File: src/rtl/rmcc_pkg.sv
// Shared types, constants and the CRC-16/MODBUS byte update for the
// record magic/CRC checker. No dependencies.
package rmcc_pkg;

   localparam int CSR_ADDR_W = 3;
   localparam int CSR_DATA_W = 32;

   localparam logic [CSR_DATA_W-1:0] MAGIC_RESET = 32'h55AA55AA;
   localparam logic [15:0]           CRC_INIT    = 16'hFFFF;
   localparam logic [15:0]           CRC_POLY    = 16'hA001;
   localparam logic [15:0]           CRC_LSB     = 16'h0001;

   // register index of magic_word, taken from paddr word bits
   localparam logic CSR_IDX_MAGIC = 1'b0;

   // record status codes
   localparam logic [1:0] ST_VALID = 2'd0;
   localparam logic [1:0] ST_MAGIC = 2'd1;
   localparam logic [1:0] ST_CRC   = 2'd2;
   localparam logic [1:0] ST_SHORT = 2'd3;

   // what a command ends with
   localparam logic [1:0] KIND_NONE   = 2'd0;
   localparam logic [1:0] KIND_STATUS = 2'd1;
   localparam logic [1:0] KIND_CRC    = 2'd2;

   localparam int QUEUE_DEPTH = 4;
   localparam int QUEUE_PTR_W = $clog2(QUEUE_DEPTH);

   // one command from front to back: up to one data byte, then an ending, if any
   typedef struct packed {
      logic        has_data;
      logic [7:0]  data;
      logic [1:0]  kind;
      logic [1:0]  status;
      logic [15:0] crc;
   } cmd_type;

   function automatic logic [15:0] crc_feed(input logic [15:0] crc_in,
                                             input logic [7:0]  b);
      logic [15:0] c;
      c = crc_in ^ {8'h00, b};
      for (int i = 0; i < 8; i++) begin
         if ((c & CRC_LSB) != 16'h0000) begin
            c = (c >> 1) ^ CRC_POLY;
         end else begin
            c = c >> 1;
         end
      end
      return c;
   endfunction

endpackage

File: src/rtl/rmcc_if.sv
// Valid/ready channel interfaces for the record checker's byte input
// and result output. Depends on nothing.
interface rmcc_req_if;
   logic       valid;
   logic       ready;
   logic       op;
   logic [7:0] data_in;
   logic       last_in;

   modport source (output valid, output op, output data_in, output last_in, input ready);
   modport sink   (input valid, input op, input data_in, input last_in, output ready);
endinterface


File: src/rtl/rmcc_front.sv
// Front end: accepts record bytes, checks/inserts magic, runs the CRC and
// the two-byte delay, and pushes commands. Uses rmcc_pkg and rmcc_req_if.
module rmcc_front #(
   parameter int MAGIC_BYTES = 4
) (
   input  logic                clock,
   input  logic                reset,
   rmcc_req_if.sink            req_chan,
   input  logic [31:0]         magic_word,
   input  logic                q_full,
   output logic                q_push,
   output rmcc_pkg::cmd_type   q_cmd
);
   import rmcc_pkg::*;

   localparam int MIN_RECORD = MAGIC_BYTES + 2;
   localparam int CNT_W      = $clog2(MIN_RECORD + 1);

   logic [15:0]      crc_ff, crc_in;
   logic [7:0]       held0_ff, held0_in, held1_ff, held1_in;
   logic [CNT_W-1:0] count_ff, count_in;
   logic             magic_good_ff, magic_good_in;
   logic             mode_ff, mode_in;

   logic             accept;
   logic             mode;
   logic [3:0]       pos_w;
   logic [7:0]       magic_b;
   logic             in_magic;
   logic [7:0]       b;
   logic             magic_miss;
   logic             past_two;
   logic [15:0]      crc_next;
   logic [CNT_W-1:0] count_inc;
   logic             short_rec;

   assign req_chan.ready = !q_full;
   assign accept = req_chan.valid && !q_full;

   always_comb begin
      mode  = (count_ff == '0) ? req_chan.op : mode_ff;
      pos_w = 4'(count_ff);
      case (pos_w)
         4'd0:    magic_b = magic_word[7:0];
         4'd1:    magic_b = magic_word[15:8];
         4'd2:    magic_b = magic_word[23:16];
         4'd3:    magic_b = magic_word[31:24];
         default: magic_b = 8'h00;
      endcase
      in_magic   = count_ff < CNT_W'(MAGIC_BYTES);
      b          = (in_magic && mode) ? magic_b : req_chan.data_in;
      magic_miss = in_magic && !mode && (req_chan.data_in != magic_b);
      past_two   = count_ff >= CNT_W'(2);
      crc_next   = past_two ? crc_feed(crc_ff, held0_ff) : crc_ff;
      count_inc  = (count_ff < CNT_W'(MIN_RECORD)) ? count_ff + CNT_W'(1) : count_ff;
      short_rec  = count_inc < CNT_W'(MIN_RECORD);

      q_cmd.has_data = mode && past_two;
      q_cmd.data     = held0_ff;
      q_cmd.crc      = crc_next;
      if (!req_chan.last_in) begin
         q_cmd.kind = KIND_NONE;
      end else if (short_rec || !mode) begin
         q_cmd.kind = KIND_STATUS;
      end else begin
         q_cmd.kind = KIND_CRC;
      end
      // received CRC: low byte in the delay line, high byte is the current byte
      if (short_rec) begin
         q_cmd.status = ST_SHORT;
      end else if (!magic_good_ff || magic_miss) begin
         q_cmd.status = ST_MAGIC;
      end else if ({b, held1_ff} != crc_next) begin
         q_cmd.status = ST_CRC;
      end else begin
         q_cmd.status = ST_VALID;
      end
      q_push = accept && ((mode && past_two) || req_chan.last_in);

      crc_in        = crc_ff;
      held0_in      = held0_ff;
      held1_in      = held1_ff;
      count_in      = count_ff;
      magic_good_in = magic_good_ff;
      mode_in       = mode_ff;
      if (accept) begin
         if (req_chan.last_in) begin
            crc_in        = CRC_INIT;
            held0_in      = 8'h00;
            held1_in      = 8'h00;
            count_in      = '0;
            magic_good_in = 1'b1;
            mode_in       = 1'b0;
         end else begin
            crc_in        = crc_next;
            held0_in      = held1_ff;
            held1_in      = b;
            count_in      = count_inc;
            magic_good_in = magic_good_ff && !magic_miss;
            mode_in       = mode;
         end
      end
   end

   always_ff @(posedge clock) begin
      if (reset) begin
         crc_ff        <= CRC_INIT;
         held0_ff      <= 8'h00;
         held1_ff      <= 8'h00;
         count_ff      <= '0;
         magic_good_ff <= 1'b1;
         mode_ff       <= 1'b0;
      end else begin
         crc_ff        <= crc_in;
         held0_ff      <= held0_in;
         held1_ff      <= held1_in;
         count_ff      <= count_in;
         magic_good_ff <= magic_good_in;
         mode_ff       <= mode_in;
      end
   end

endmodule

File: src/flat_wrapper.sv
// flat-port wrapper written by rule: the top's interface ports become plain ports
module rmcc_front_flat import rmcc_pkg::*;
#(
   parameter int MAGIC_BYTES = 4
)
  (clock, reset, magic_word, q_full, q_push, q_cmd, req_chan_valid, req_chan_op, req_chan_data_in, req_chan_last_in, req_chan_ready);
  rmcc_req_if req_chan_i ();
  input  logic clock;
  input  logic reset;
  input  logic [31:0] magic_word;
  input  logic q_full;
  output logic q_push;
  output rmcc_pkg::cmd_type q_cmd;
  input wire logic [$bits(req_chan_i.valid)-1:0] req_chan_valid;
  input wire logic [$bits(req_chan_i.op)-1:0] req_chan_op;
  input wire logic [$bits(req_chan_i.data_in)-1:0] req_chan_data_in;
  input wire logic [$bits(req_chan_i.last_in)-1:0] req_chan_last_in;
  output wire logic [$bits(req_chan_i.ready)-1:0] req_chan_ready;
  assign req_chan_i.valid = req_chan_valid;
  assign req_chan_i.op = req_chan_op;
  assign req_chan_i.data_in = req_chan_data_in;
  assign req_chan_i.last_in = req_chan_last_in;
  assign req_chan_ready = req_chan_i.ready;
  rmcc_front #(.MAGIC_BYTES(MAGIC_BYTES)) u_core (.clock(clock), .reset(reset), .req_chan(req_chan_i), .magic_word(magic_word), .q_full(q_full), .q_push(q_push), .q_cmd(q_cmd));
endmodule
File: config.mk
export PLATFORM = sky130hd
export DESIGN_NAME = rmcc_front_flat
export DESIGN_NICKNAME = d
export VERILOG_FILES = /design/src/rtl/rmcc_pkg.sv /design/src/rtl/rmcc_if.sv /design/src/rtl/rmcc_front.sv /design/src/flat_wrapper.sv
export SDC_FILE = /design/constraint.sdc
export NUM_CORES = 1
export LEC_CHECK = 0
export BUFFER_PORTS_ARGS = -buffer_cell sky130_fd_sc_hd__buf_2
export CAP_MARGIN = 25
export CORE_MARGIN = 2
export CORE_UTILIZATION = 53
export DETAILED_ROUTE_END_ITERATION = 10
export GPL_TIMING_DRIVEN = 0
export PLACE_DENSITY_LB_ADDON = 0.08
export SKIP_LAST_GASP = 1
export SLEW_MARGIN = 20
export SYNTH_ARGS = -nofsm -noshare
export SYNTH_HDL_FRONTEND = slang
export SYNTH_SLANG_ARGS = --single-unit
File: constraint.sdc
create_clock -name clock -period 3.2 [get_ports clock]
set_input_delay 0.16 -clock clock [delete_from_list [all_inputs] [get_ports clock]]
set_output_delay 0.16 -clock clock [all_outputs]
set_load 0.01 [all_outputs]
==> impl_metrics.py, run 1 <==
metrics = {
    "power_and_ir_drop": {
        "p_per_area_nw_per_um2": 332.5,
        "power_frac_clock_pct": 27.8,
        "leakage_nw": 1.545,
        "total_power_w": 0.001237,
        "ir_drop_mv": 0.2818,
        "pwr-share-seq_pct": 39.8,
        "pwr-share-comb_pct": 32.4,
        "switching_share_pct": 33.58,
        "switchingPower_w": 0.0004155,
        "p_int_w": 0.0008219,
    },
    "placed_design": {
        "gp_congestion": 0.9157,
        "place_inst": 509,
        "port-buffer-count": 76,
        "dp.final_hpwl_um": 6453,
    },
    "setup_path": {
        "path_max_fanout": 10,
        "crit_end": "q_cmd[17]",
        "worstSetupEndpointType": "output pin",
        "critical_path_class": "flip-flop to output pin",
        "crit_start": "u_core.count_ff[1]$_SDFFE_PP0P_",
        "r2r_slack_ns": 0.71,
        "cp-start-kind": "flip-flop",
        "worstRegToRegCells": 12,
        "required_ns": 3.04,
        "reg2reg_to": "u_core.magic_good_ff$_SDFFE_PP1P_",
        "worst_ep_arrival_time_ns": 2.98,
        "r2r-start": "u_core.count_ff[1]$_SDFFE_PP0P_",
    },
    "drt": {
        "num_vias": 3177,
        "wl_um": 9168,
        "viasPerCell": 5.949,
        "drc": 0,
        "ant_nets": 0,
        "drt-initial-drc-count": 346,
        "drt-wirelength-per-cell_um": 17.17,
        "firstDrtPassIters": 5,
    },
    "clocking": {
        "cts_buffers": 5,
        "cts_sinks": 37,
        "htree_num_levels": 2,
        "cts_buffer_depth": 2,
        "clkLatencyLatePin_ns": 0.30,
        "postCtsHoldBufs": 0,
        "cts_tree": "done",
        "clkTransAtPathRegs_ns": 0.08,
        "cts-root-buf": "clkbuf_8",
    },
    "sta": {
        "fin_skew_ns": 0.01061,
        "rsz0062_at_grt": "true",
        "final_max_slew_viol_count": 0,
        "setup-violations-final": 0,
        "fmax_ghz": 0.3188,
        "worst_pin_slew_ns": 0.8745,
        "min_period_ns": 3.136,
        "relSlewSlack_pct": 41.70,
        "min_period_over_period_pct": 98.01,
        "hold_viol": 0,
    },
    "global_routing": {
        "grt_pass1_wl_um": 14350,
        "grt_max_degree": 12,
        "antenna_found_initial": 0,
        "grt_usage_pct": 30.17,
        "first_global_vias": 2913,
        "grt-ovfl-total": 0,
    },
    "die": {
        "die_x_um": 76.87,
        "pin_count": 77,
        "die_h_um": 76.87,
        "die_area_um2": 5908,
        "core_um2": 5107,
        "start_util_pct": 55.10,
        "fp-row-count": 26,
    },
    "outcome": {
        "status": "finished clean",
    },
    "yosys": {
        "syn_nets": 414,
        "synth_xor_area_share_pct": 11.92,
        "synth_compound_area_share_pct": 26.77,
        "synth_flop_cell": "dfxtp_1",
        "synthAdderAreaFrac_pct": 2.223,
        "yosys.area_share.simple_pct": 19.48,
        "yosysSeqAreaShare_pct": 26.32,
        "synth_edf_count": 0,
        "ys_types": 56,
        "synth_warnings": 0,
        "synth_area_um2": 2814,
        "syn-instance-count": 363,
        "ys_ff_latch": 37,
        "synth_top_family_by_area": "compound AO/OA/AOI/OAI gates",
        "syn_area_per_cell_um2": 7.752,
        "muxShareOfSynthArea_pct": 6.447,
        "async_flop_share_pct": 0,
    },
    "finish": {
        "stdcell_count": 534,
        "diodes": 0,
        "layout_commonest_cell": "buf_2",
        "most-common-layout-cells": "buf_2, nand2_1, nor2_1, dfxtp_1, a21oi_1",
        "layout-drive-gt1-share_pct": 31.03,
        "syn_to_final_growth_pct": 32.24,
        "final_nets": 515,
        "fin_util_pct": 72.86,
    },
    "hold_path": {
        "min_path_type": "primary input to flip-flop",
        "hold_path_depth": 3,
    },
    "job": {
        "drv_cap": 0,
    },
}
-- layer usage --
metal	wire length [µm]	up-vias	global-route usage, %
li1	-	1511	-
met1	3911	1471	39.37
met2	4341	179	52.28
met3	809	16	3.529
met4	106	0	8.727
met5	0	-	0
-- sequential cells by signal (all words and copies together) (netlist names) --
register,count
u_core.count_ff,3
u_core.crc_ff,16
u_core.held0_ff,8
u_core.held1_ff,8
u_core.magic_good_ff,1
u_core.mode_ff,1
-- cells in the mapped netlist (all sizes together), types with 5 or more instances --
master / count / share of area (%)
nand2: 40 / 5.3
dfxtp: 37 / 26
nor2: 37 / 5.0
inv: 23 / 3.1
a21oi: 22 / 3.9
xnor2: 20 / 6.2
mux2i: 17 / 6.0
o21ai: 16 / 2.8
clkbuf: 14 / 1.9
nor3: 14 / 2.5
xor2: 13 / 4.0
o211ai: 11 / 2.9
buf: 9 / 1.9
a222oi: 8 / 2.8
nand2b: 8 / 1.8
a22oi: 7 / 1.9
ha: 5 / 2.2
nor3b: 5 / 1.3
-- cell type report --
cell class / count / area, µm²
Sequential cell: 37 / 752.0
Fill cell: 410 / 1386
Clock inverter: 1 / 7.507
Buffer: 22 / 138.9
Tap cell: 70 / 87.58
Multi-Input combinational cell: 280 / 2036
Timing Repair Buffer: 95 / 520.5
Inverter: 23 / 96.34
Clock buffer: 6 / 82.58
-- worst min-delay path by stage --
stage	startpoint	end	slack, ns
after floorplan	req_chan_last_in	u_core.count_ff[2]$_SDFFE_PP0P_	0.34
after global placement	u_core.held1_ff[5]$_SDFFE_PP0P_	u_core.held1_ff[5]$_SDFFE_PP0P_	0.47
after detailed placement	u_core.held1_ff[5]$_SDFFE_PP0P_	u_core.held1_ff[5]$_SDFFE_PP0P_	0.48
after CTS	req_chan_last_in	u_core.count_ff[2]$_SDFFE_PP0P_	0.19
after global routing	req_chan_last_in	u_core.count_ff[2]$_SDFFE_PP0P_	0.23
final	req_chan_last_in	u_core.count_ff[2]$_SDFFE_PP0P_	0.20
-- through the flow --
| step | worst slack (ns) | cell area [µm²] | hold slack [ns] | setup TNS, ns |
|---|---|---|---|---|
| 2_1_floorplan | 0.4770 | 2814 | 0.3366 | 0 |
| 3_3_place_gp | -0.02465 | 3282 | 0.4703 | -0.02465 |
| 6_report | 0.06357 | 3721 | 0.1980 | 0 |
| 4_1_cts | 0.01776 | 3523 | 0.1877 | 0 |
| 5_1_grt | -0.04006 | 3721 | 0.2283 | -0.04006 |
| 3_5_place_dp | -0.1292 | 3282 | 0.4754 | -0.1306 |
-- kinds of logic after synthesis --
family	count (synthesis)
AOI/OAI and AO/OA	102
xor gates and xnor gates	35
adders and majority gates	5
buffers and inverters	46
DFF	37
muxes	18
and+or+nand+nor	120
-- power by group through the flow --
stage	Clock, W	Combinational (W)	Sequential [W]
2_1_floorplan	0	0.000232	0.000499
3_3_place_gp	0	0.000331	0.000503
3_5_place_dp	0	0.000335	0.000504
4_1_cts	0.000343	0.000365	0.000492
5_1_grt	0.000367	0.000431	0.000495
6_report	0.000343	0.000401	0.000493
-- timing repair --
item                                    4_1_cts  5_1_grt
gates cloned                                  0        1
endpoints found under the setup margin        2        2
pin swaps                                    10       14
buffers inserted                             11        7
gates resized for setup                      21       39
-- critical path, stage by stage, from the launching register on --
cell and delay [ns]:
dfxtp_4 0.39, inv_4 0.05, ha_4 0.17, buf_6 0.14
a222oi_1 0.38, o21ai_1 0.19, a2111oi_2 0.40, a311oi_2 0.12
a2111oi_4 0.37, o31ai_4 0.10, a32oi_1 0.19, buf_2 0.17
Note: power is estimated with default switching activity, not from simulation.
==> run 2: changes to the inputs <==
--- a/config.mk
+++ b/config.mk
@@ -7,7 +7,7 @@
 export LEC_CHECK = 0
 export BUFFER_PORTS_ARGS = -buffer_cell sky130_fd_sc_hd__buf_2
 export CAP_MARGIN = 25
-export CORE_MARGIN = 2
+export CORE_MARGIN = 5
 export CORE_UTILIZATION = 53
 export DETAILED_ROUTE_END_ITERATION = 10
 export GPL_TIMING_DRIVEN = 0
==> impl_metrics.py, run 2 (same netlist as run 1, synthesis figures left out) <==
metrics = {
    "outcome": {
        "status": "finished, violations left",
        "failed_checks": "negative setup slack",
    },
    "clocking": {
        "cts_sinks": 37,
        "cts_buffer_depth": 2,
        "cts_tree": "done",
        "cts-root-buf": "clkbuf_8",
        "postCtsHoldBufs": 0,
        "cts_buffers": 5,
        "clkTransAtPathRegs_ns": 0.09,
        "htree_num_levels": 2,
        "clkLatencyLatePin_ns": 0.30,
    },
    "sta": {
        "final_max_slew_viol_count": 0,
        "worst_slack_ns": -0.04411,
        "fmax_ghz": 0.3083,
        "worst_pin_slew_ns": 0.9490,
        "fin_skew_ns": 0.01244,
        "min_period_over_period_pct": 101.4,
        "relSlewSlack_pct": 36.73,
        "tns_ns": -0.05468,
        "hold_viol": 0,
        "setup-violations-final": 2,
        "min_period_ns": 3.244,
        "rsz0062_at_grt": "true",
    },
    "setup_path": {
        "reg2reg_to": "u_core.magic_good_ff$_SDFFE_PP1P_",
        "critical_path_class": "flip-flop to output pin",
        "path_max_fanout": 10,
        "required_ns": 3.04,
        "r2r_slack_ns": 0.63,
        "r2r-start": "u_core.count_ff[2]$_SDFFE_PP0P_",
        "worstRegToRegCells": 12,
        "worstSetupEndpointType": "output pin",
        "worst_ep_arrival_time_ns": 3.08,
        "cp-start-kind": "flip-flop",
    },
    "die": {
        "start_util_pct": 54.75,
        "pin_count": 77,
        "core_um2": 5140,
        "die_area_um2": 6867,
        "die_h_um": 82.87,
        "die_x_um": 82.87,
        "fp-row-count": 26,
    },
    "drt": {
        "wl_um": 9557,
        "num_vias": 3238,
        "drt-wirelength-per-cell_um": 17.90,
        "viasPerCell": 6.064,
        "drt-initial-drc-count": 284,
        "firstDrtPassIters": 8,
        "ant_nets": 0,
        "drc": 0,
    },
    "global_routing": {
        "grt_usage_pct": 25.55,
        "antenna_found_initial": 0,
        "grt-ovfl-total": 0,
        "grt_pass1_wl_um": 14470,
        "first_global_vias": 2994,
        "grt_max_degree": 13,
    },
    "finish": {
        "final_nets": 514,
        "largest_reg_flops": 16,
        "reg_top3": "u_core.crc_ff: 16 flops, u_core.held0_ff: 8 flops, u_core.held1_ff: 8 flops",
        "stdcell_count": 534,
        "layout_commonest_cell": "buf_2",
        "fillers": 441,
        "syn_to_final_growth_pct": 32.64,
        "final_area_um2": 3732,
        "diodes": 0,
        "layout-drive-gt1-share_pct": 29.74,
        "most-common-layout-cells": "buf_2, nand2_1, nor2_1, dfxtp_1, a21oi_1",
        "largest_register": "u_core.crc_ff",
    },
    "power_and_ir_drop": {
        "pwr-share-seq_pct": 37.6,
        "p_per_area_nw_per_um2": 350.6,
        "switchingPower_w": 0.0004253,
        "leakage_nw": 1.553,
        "pwr-share-comb_pct": 30.3,
        "total_power_w": 0.001308,
        "p_int_w": 0.0008832,
        "switching_share_pct": 32.50,
        "ir_drop_mv": 0.3395,
        "power_frac_clock_pct": 32.0,
    },
    "placed_design": {
        "gp_congestion": 0.8931,
        "placed_area_um2": 3282,
        "dp.final_hpwl_um": 6828,
        "port-buffer-count": 76,
        "place_inst": 509,
    },
    "job": {
        "drv_cap": 0,
    },
    "hold_path": {
        "hp-start": "req_chan_last_in",
        "min_path_type": "primary input to flip-flop",
        "holdPathEnd": "u_core.count_ff[2]$_SDFFE_PP0P_",
        "hold_path_depth": 3,
    },
}
-- run 2: changes by cell type in the layout (fill, tap and decap cells not counted), moves of 2 or more --
cell	previous run	this run
buf_4	19	17
clkbuf_1	12	15
clkbuf_2	2	0
buf_6	3	1
ha_1	0	2
ha_4	5	2
-- run 2: per-layer routing --
metal,wire length (µm),part of all wire [%],global-route usage (%)
met1,3968,42,32.83
met2,4609,48,42.35
met3,774,8.1,5.446
met5,0,0,0
met4,205,2.1,8.618
-- run 2: metrics by stage --
step	setup slack, ns	utilization (%)	hold WS (ns)
floorplan	0.4770	-	0.3366
global placement	0.03125	63.85	0.4692
detailed placement	-0.009465	63.85	0.4726
CTS	0.002088	68.23	0.1821
global route	-0.1322	72.61	0.1956
finish	-0.04411	72.61	0.1828
-- run 2: worst max path at each step --
| stage | startpoint | slack, ns | to |
|---|---|---|---|
| 2_1_floorplan | u_core.count_ff[0]$_SDFFE_PP0P_ | 0.48 | q_cmd[17] |
| 5_1_grt | u_core.count_ff[0]$_SDFFE_PP0P_ | -0.13 | q_cmd[17] |
| 3_5_place_dp | u_core.count_ff[1]$_SDFFE_PP0P_ | -0.009 | q_cmd[17] |
| 6_report | u_core.count_ff[2]$_SDFFE_PP0P_ | -0.04 | q_cmd[17] |
| 3_3_place_gp | u_core.count_ff[1]$_SDFFE_PP0P_ | 0.03 | q_cmd[17] |
| 4_1_cts | u_core.count_ff[2]$_SDFFE_PP0P_ | 0.002 | q_cmd[17] |
-- run 2: layout make-up --
type,count,area (µm²),area share (%)
clock inverter,2,38.79,1.039
timing repair buffer,93,523.0,14.01
sequential,37,749.5,20.08
inverter,23,101.3,2.715
buffer,23,153.9,4.123
tap,70,87.58,2.347
multi-input combinational,280,2006,53.74
clock buffer,6,72.57,1.944
-- run 2: power by group through the flow --
stage                     clock network [W]  registers (W)  logic (W)
after floorplan                           0       0.000499   0.000232
after global placement                    0       0.000503   0.000328
after detailed placement                  0       0.000504   0.000335
after CTS                          0.000418       0.000492   0.000361
after global routing               0.000447       0.000495   0.000424
final                              0.000419       0.000492   0.000397
-- run 2: worst max-delay path: stages (launching register included) --
cell,delay [ns]
dfxtp_4,0.37
buf_8,0.14
buf_12,0.14
clkinv_8,0.06
ha_4,0.17
buf_8,0.12
nand2_4,0.07
a211o_4,0.34
a2111oi_4,0.39
a311oi_2,0.11
a2111oi_4,0.39
o31ai_4,0.12
a32oi_1,0.18
buf_2,0.17
-- run 2: what timing repair did --
action,4_1_cts,5_1_grt
pin swaps,6,15
endpoints found under the setup margin,2,2
resized for setup,20,32
buffers inserted,8,7
cloned,0,2
